==> src/rtl/bhte_pkg.sv <==
// ----------------------------------------------------------------------------
// bhte_pkg
// Shared job type, pad character and symbol lookups for the text encoder.
// ----------------------------------------------------------------------------
package bhte_pkg;

	localparam logic [6:0] CH_PAD = 7'h3D;

	typedef struct packed {
		logic [3:0][6:0] chars;
		logic [1:0]      last_idx;
		logic            last;
	} bhte_job_t;

	function automatic logic [6:0] hex_char(input logic [3:0] nib);
		logic [6:0] ch;
		if (nib < 4'd10) begin
			ch = 7'h30 + {3'd0, nib};
		end else begin
			ch = 7'h57 + {3'd0, nib};
		end
		return ch;
	endfunction

	function automatic logic [6:0] b64_char(input logic [5:0] v);
		logic [6:0] ch;
		if (v < 6'd26) begin
			ch = 7'h41 + {1'b0, v};
		end else if (v < 6'd52) begin
			ch = 7'h47 + {1'b0, v};
		end else if (v < 6'd62) begin
			ch = {1'b0, v} - 7'h04;
		end else if (v == 6'd62) begin
			ch = 7'h2B;
		end else begin
			ch = 7'h2F;
		end
		return ch;
	endfunction

endpackage

==> src/rtl/bhte_front.sv <==
// ----------------------------------------------------------------------------
// bhte_front
// Accepts input bytes, holds the mode and leftover bits, builds a character job.
// ----------------------------------------------------------------------------
module bhte_front (
	input  logic                clk,
	input  logic                arst_n,
	input  logic                cfg_we,
	input  logic                cfg_wdata,
	input  logic                in_valid,
	output logic                in_ready,
	input  logic [7:0]          data_byte,
	input  logic                last_byte,
	input  logic                q_full,
	output logic                push,
	output bhte_pkg::bhte_job_t job
);
	import bhte_pkg::*;

	localparam logic [2:0] LEFT_NONE = 3'd0;
	localparam logic [2:0] LEFT_TWO  = 3'd2;
	localparam logic [2:0] LEFT_FOUR = 3'd4;

	logic       mode_q;
	logic [3:0] bits_q;
	logic [2:0] cnt_q;
	logic [3:0] bits_nxt;
	logic [2:0] cnt_nxt;

	assign in_ready = !q_full;
	assign push     = in_valid && in_ready;

	always_comb begin
		job       = '0;
		job.last  = last_byte;
		bits_nxt  = 4'd0;
		cnt_nxt   = LEFT_NONE;
		if (!mode_q) begin
			job.chars[0] = hex_char(data_byte[7:4]);
			job.chars[1] = hex_char(data_byte[3:0]);
			job.last_idx = 2'd1;
		end else begin
			unique case (cnt_q)
				LEFT_FOUR: begin
					job.chars[0] = b64_char({bits_q, data_byte[7:6]});
					job.chars[1] = b64_char(data_byte[5:0]);
					job.last_idx = 2'd1;
				end
				LEFT_TWO: begin
					job.chars[0] = b64_char({bits_q[1:0], data_byte[7:4]});
					if (last_byte) begin
						job.chars[1] = b64_char({data_byte[3:0], 2'b00});
						job.chars[2] = CH_PAD;
						job.last_idx = 2'd2;
					end else begin
						job.last_idx = 2'd0;
						bits_nxt     = data_byte[3:0];
						cnt_nxt      = LEFT_FOUR;
					end
				end
				default: begin
					job.chars[0] = b64_char(data_byte[7:2]);
					if (last_byte) begin
						job.chars[1] = b64_char({data_byte[1:0], 4'b0000});
						job.chars[2] = CH_PAD;
						job.chars[3] = CH_PAD;
						job.last_idx = 2'd3;
					end else begin
						job.last_idx = 2'd0;
						bits_nxt     = {2'b00, data_byte[1:0]};
						cnt_nxt      = LEFT_TWO;
					end
				end
			endcase
		end
	end

	always_ff @(posedge clk or negedge arst_n) begin
		if (!arst_n) begin
			mode_q <= 1'b0;
			bits_q <= 4'd0;
			cnt_q  <= LEFT_NONE;
		end else begin
			if (cfg_we) begin
				mode_q <= cfg_wdata;
			end
			if (push) begin
				bits_q <= bits_nxt;
				cnt_q  <= cnt_nxt;
			end
		end
	end

endmodule

==> src/rtl/bhte_queue.sv <==
// ----------------------------------------------------------------------------
// bhte_queue
// Two-entry job queue between the front and back parts.
// ----------------------------------------------------------------------------
module bhte_queue (
	input  logic                clk,
	input  logic                arst_n,
	input  logic                push,
	input  bhte_pkg::bhte_job_t push_job,
	input  logic                pop,
	output logic                full,
	output logic                not_empty,
	output bhte_pkg::bhte_job_t head
);
	import bhte_pkg::*;

	bhte_job_t  entry_q [2];
	logic       wr_ptr_q;
	logic       rd_ptr_q;
	logic [1:0] count_q;

	assign full      = count_q == 2'd2;
	assign not_empty = count_q != 2'd0;
	assign head      = entry_q[rd_ptr_q];

	always_ff @(posedge clk) begin
		if (push) begin
			entry_q[wr_ptr_q] <= push_job;
		end
	end

	always_ff @(posedge clk or negedge arst_n) begin
		if (!arst_n) begin
			wr_ptr_q <= 1'b0;
			rd_ptr_q <= 1'b0;
			count_q  <= 2'd0;
		end else begin
			if (push) begin
				wr_ptr_q <= !wr_ptr_q;
			end
			if (pop) begin
				rd_ptr_q <= !rd_ptr_q;
			end
			unique case ({push, pop})
				2'b10:   count_q <= count_q + 2'd1;
				2'b01:   count_q <= count_q - 2'd1;
				default: count_q <= count_q;
			endcase
		end
	end

endmodule

==> src/rtl/bhte_back.sv <==
// ----------------------------------------------------------------------------
// bhte_back
// Pops jobs and sends their characters one per cycle while out_ready is high.
// ----------------------------------------------------------------------------
module bhte_back (
	input  logic                clk,
	input  logic                arst_n,
	input  logic                q_not_empty,
	input  bhte_pkg::bhte_job_t q_head,
	output logic                pop,
	output logic                out_valid,
	input  logic                out_ready,
	output logic [6:0]          text_char,
	output logic                last_char
);
	import bhte_pkg::*;

	bhte_job_t  cur_q;
	logic       cur_valid_q;
	logic [1:0] idx_q;
	logic       out_valid_q;
	logic [6:0] char_q;
	logic       last_q;
	logic       advance;
	logic       job_done;

	assign advance   = !out_valid_q || out_ready;
	assign job_done  = !cur_valid_q || (idx_q == cur_q.last_idx);
	assign pop       = advance && job_done && q_not_empty;
	assign out_valid = out_valid_q;
	assign text_char = char_q;
	assign last_char = last_q;

	always_ff @(posedge clk) begin
		if (advance && cur_valid_q) begin
			char_q <= cur_q.chars[idx_q];
			last_q <= cur_q.last && (idx_q == cur_q.last_idx);
		end
		if (pop) begin
			cur_q <= q_head;
		end
	end

	always_ff @(posedge clk or negedge arst_n) begin
		if (!arst_n) begin
			cur_valid_q <= 1'b0;
			idx_q       <= 2'd0;
			out_valid_q <= 1'b0;
		end else if (advance) begin
			out_valid_q <= cur_valid_q;
			if (job_done) begin
				cur_valid_q <= q_not_empty;
				idx_q       <= 2'd0;
			end else begin
				idx_q <= idx_q + 2'd1;
			end
		end
	end

endmodule

==> src/rtl/base64_or_hex_text_encoder.sv <==
// ----------------------------------------------------------------------------
// base64_or_hex_text_encoder
// Byte stream to lower-case hex or padded base64 ASCII text.
// ----------------------------------------------------------------------------
//  channel  | direction | handshake             | payload
//  ---------+-----------+-----------------------+---------------------------
//  in       | input     | in_valid / in_ready   | data_byte, last_byte
//  out      | output    | out_valid / out_ready | text_char, last_char
//  cfg      | input     | cfg_we                | cfg_wdata (encode_mode)
//
//  One character leaves per cycle while out_ready is high and one is pending;
//  a byte yields 1 to 4 characters (two in hex, one or two in base64, up to
//  four on the last byte). A byte enters in the cycle it is offered while the
//  two-entry job queue has room; its characters pass the queue entry, the
//  current-job and output registers. Input stalls when the queue fills: when
//  bytes outrun their characters, as with hex back to back, or output stalls.
//  Reset clears the mode to hex and drops any pending base64 bits.
// ----------------------------------------------------------------------------
module base64_or_hex_text_encoder (
	input  logic       clk,
	input  logic       arst_n,
	input  logic       cfg_we,
	input  logic       cfg_wdata,
	input  logic       in_valid,
	output logic       in_ready,
	input  logic [7:0] data_byte,
	input  logic       last_byte,
	output logic       out_valid,
	input  logic       out_ready,
	output logic [6:0] text_char,
	output logic       last_char
);
	import bhte_pkg::*;

	bhte_job_t push_job;
	bhte_job_t head_job;
	logic      push;
	logic      pop;
	logic      q_full;
	logic      q_not_empty;

	bhte_front u_front (
		.clk       (clk),
		.arst_n    (arst_n),
		.cfg_we    (cfg_we),
		.cfg_wdata (cfg_wdata),
		.in_valid  (in_valid),
		.in_ready  (in_ready),
		.data_byte (data_byte),
		.last_byte (last_byte),
		.q_full    (q_full),
		.push      (push),
		.job       (push_job)
	);

	bhte_queue u_queue (
		.clk       (clk),
		.arst_n    (arst_n),
		.push      (push),
		.push_job  (push_job),
		.pop       (pop),
		.full      (q_full),
		.not_empty (q_not_empty),
		.head      (head_job)
	);

	bhte_back u_back (
		.clk         (clk),
		.arst_n      (arst_n),
		.q_not_empty (q_not_empty),
		.q_head      (head_job),
		.pop         (pop),
		.out_valid   (out_valid),
		.out_ready   (out_ready),
		.text_char   (text_char),
		.last_char   (last_char)
	);

endmodule
==> config.mk <==
export PLATFORM = sky130hd
export DESIGN_NAME = base64_or_hex_text_encoder
export DESIGN_NICKNAME = d
export VERILOG_FILES = /design/src/rtl/bhte_pkg.sv /design/src/rtl/bhte_front.sv /design/src/rtl/bhte_queue.sv /design/src/rtl/bhte_back.sv /design/src/rtl/base64_or_hex_text_encoder.sv
export SDC_FILE = /design/constraint.sdc
export NUM_CORES = 1
export LEC_CHECK = 0
export ABC_AREA = 1
export BUFFER_PORTS_ARGS = -buffer_cell sky130_fd_sc_hd__buf_4
export CORE_MARGIN = 2
export CORE_UTILIZATION = 40
export DETAILED_ROUTE_END_ITERATION = 10
export MAX_ROUTING_LAYER = met4
export PLACE_DENSITY = 0.57
export SYNTH_ARGS = -nofsm -noshare
export SYNTH_HDL_FRONTEND = slang
export SYNTH_SLANG_ARGS = --single-unit
==> constraint.sdc <==
create_clock -name clk -period 2.6 [get_ports clk]
set_input_delay 0.26 -clock clk [delete_from_list [all_inputs] [get_ports clk]]
set_output_delay 0.26 -clock clk [all_outputs]
set_load 0.05 [all_outputs]
==> run metrics <==
clock transition at the registers of the reported paths=0.06 ns; syn nets=about 690; GPL Wtd Cong=0.938; largest family of logic cells by synthesized area=simple AND/OR/NAND/NOR gates; Final ANT Viol Nets=0; Post-CTS Hold Fix Bufs=1; clock sinks=77; Die Span Y=roughly 120 um; Remaining Overflow, GRT=0; cell row count=41; postcts setup bufs=0; Fillers=about 1200; Total GRT Usage=between 20 and 25%; hold_ws=0.129 ns; area leader, netlist=edfxtp_1; flops & latches, synth=77; Initial Utilization=40.9%; P_leak=approximately 2.5 nW; layout cells sized above 1=between 10% and 20%; total negative slack=0 ns; number of global-route vias before repair=roughly 4300; area delta synth->final=13.5%; Placeable Area=approximately 13000 sq um; xor and xnor fraction of the mapped netlist area=under 10%; Synth Area in Simple Gates=24.9%; die area=around 14000 sq um; sequential cell area fraction in the yosys report=about 43%; post-placement cell count=between 800 and 900; Synth warnings=0; Main synth FF type=edfxtp_1; reg2reg start=u_back.idx_q[0]; Vias/cell=5.21; Synth Cell Area=~5100 sq um; final net count=between 700 and 800; Final Routed Wirelength=13100 um; number of detailed-route iterations in the first pass=5; WP data required=2.81 ns; RSZ-0062 raised after global routing=no; HP Class=in -> reg; Hold Crit Start=cfg_we; Port Buf Inserts=24; CTS max path bufs=2; first-pass GRT wire length=approximately 22000 um; Power per Cell Area=921 nW/um^2; IO Pins=25; Post-CTS Resized=0; post-detail-place hpwl=between 9000 and 10000 um; Avg Inst Size Synth=7.93 sq um; pin count of the biggest net entering global routing=20; Slew HR=between 50 and 60%; Die Wd=around 120 um; Final Setup Violations=0; post-synthesis mux area share=0%; Antenna diodes=0; Distinct cells, synth=about 40; root buf cell=clkbuf_16; CTS buffer count=9; FMAX=between 400 and 500 MHz; Routed WL per cell=between 15 and 20 um; fin cells=854; min Tclk post-route=about 2.2 ns; Fin. Hold Viols=0; Worst Path Max Fanout=10; Slew Viols, Final=0; Final Total Pwr=5.38 mW; Setup crit start kind=flip-flop; post-synth top area share=36.2%; Max Cap Violations=0; Post-synth EDFFs=between 60 and 70; 1st-iter DRT viols=~390; CTS tree=built; critical path capture point type=flip-flop; clock skew=between 0.004 and 0.005 ns; DRC viols=0; cells after synthesis=about 650; asr flop ratio synth=19.5%; Synth Area in Adders=around 6.6%; Slew @ Worst Pin=0.717 ns; H-tree Lvls=3; CP startpoint=u_back.idx_q[0]; DR vias=4449; Synth Area in Compound Gates=13.7%; maximum vdd drop=~0.00044 V; period utilization=slightly above 80%; WP data arrival=between 2 and 2.5 ns; crit path kind=reg -> reg; Worst-Skew Late Latency=about 0.33 ns; initial antenna violation count=0; status=completed; dominant cells by area after synthesis=edfxtp_1 36%, nand2_1 13%, dfrtp_1 7.3%
-- area by class of cell --
type,count,area [sq um],share of cell area (%)
Inverter,74,287,4.91
Timing Repair Buffer,38,288,4.93
Multi-Input combinational cell,477,2510,42.9
Clock inverter,3,15.0,0.257
Clock buffer,13,292,4.99
Tap cell,172,215,3.69
Sequential cell,77,2240,38.3
-- stage by stage --
stage / area [sq um] / utilization (%) / setup slack, ns
floorplan: 5150 / - / 0.204
global placement: 5520 / 43.9 / 0.318
detailed placement: 5520 / 43.9 / 0.283
CTS: 5840 / 46.5 / 0.417
global route: 5840 / 46.5 / 0.101
finish: 5840 / 46.5 / 0.443
-- routing by layer --
| metal | wire length [um] | vias to the layer above | global-route usage, % | part of all wire [%] |
|---|---|---|---|---|
| met4 | 331 | 0 | 7.68 | 2.5 |
| met3 | 634 | 26 | 2.92 | 4.8 |
| met5 | 0 | - | - | 0 |
| met2 | 6370 | 144 | 32.9 | 48 |
| li1 | - | 2225 | - | - |
| met1 | 5810 | 2054 | 26.0 | 44 |
-- where the power goes --
part	total [mW]	switching [mW]	leakage (nW)	internal, mW
Sequential	2.13	0.162	0.773	1.97
Combinational	2.03	1.42	1.59	0.601
Clock	1.22	0.445	0.157	0.776
Total	5.38	2.03	2.52	3.35
-- state kept, by name (all words and copies together), names as in the netlist --
register / cells
u_queue.entry_q: 36
u_back.cur_q: 18
u_back.text_char: 7
u_front.bits_q: 4
u_back.idx_q: 2
u_front.cnt_q: 2
u_queue.count_q: 2
u_back.cur_valid_q: 1
u_back.last_char: 1
u_back.out_valid: 1
u_front.mode_q: 1
u_queue.rd_ptr_q: 1
u_queue.wr_ptr_q: 1
-- synthesized netlist by cell type, drive strengths merged (4+ instances only) --
cell type and n:
ha 27, nor2 64, nand2 176, xor2 14
clkbuf 5, o21ai 67, clkinv 4, inv 70
nand3 55, o211ai 9, nand4 8, a21oi 32
buf 16, dfrtp 15, xnor2 7, edfxtp 62
-- critical path, stage by stage (launching register included) --
cell and delay (ns):
dfrtp_1 0.47, xnor2_1 0.19, nand3_1 0.14, o21ai_1 0.27, o21ai_0 0.23, inv_1 0.13, ha_1 0.25, a21oi_1 0.12
o21ai_0 0.11, xnor2_1 0.13
-- kinds of logic (layout without fill, tap and decap cells) --
family                   count (synthesis)  in the layout
flip-flops                              77             77
XOR/XNOR                                21             21
adder cells (fa/ha/maj)                 27             27
AND/OR/NAND/NOR                        306            306
buffers and inverters                   95            128
AO/OA/AOI/OAI                          123            123
-- cell usage in the layout, fill, tap and decap left out, drive strengths merged --
| master | instances |
|---|---|
| edfxtp | 62 |
| ha | 27 |
| clkbuf | 13 |
| nor2 | 64 |
| o2bb2ai | 1 |
| o211ai | 9 |
| a31oi | 3 |
| nand2 | 176 |
| dfrtp | 15 |
| xnor2 | 7 |
| o21ai | 67 |
| a41oi | 1 |
| a21oi | 32 |
| or2 | 1 |
| o21bai | 3 |
| nand3 | 55 |
| xor2 | 14 |
| o22ai | 3 |
| inv | 70 |
| buf | 37 |
| a21boi | 1 |
| clkinv | 7 |
| o32ai | 2 |
| nor3 | 2 |
| nand4 | 8 |
| dlygate4sd3 | 1 |
| o2111ai | 1 |
-- path summary, 6_finish.rpt --
path,end,slack (ns),cells after the start
worst max-delay path,u_queue.count_q[1],0.44,9
worst min-delay path,u_front.mode_q,0.13,2
worst max register to register,u_queue.count_q[1],0.44,9
worst min register to register,u_queue.count_q[1],0.49,1
max in group asynchronous,u_queue.rd_ptr_q,2.10,2
min in group asynchronous,u_front.bits_q[1],0.33,2
Note: power is estimated with default switching activity, not from simulation.
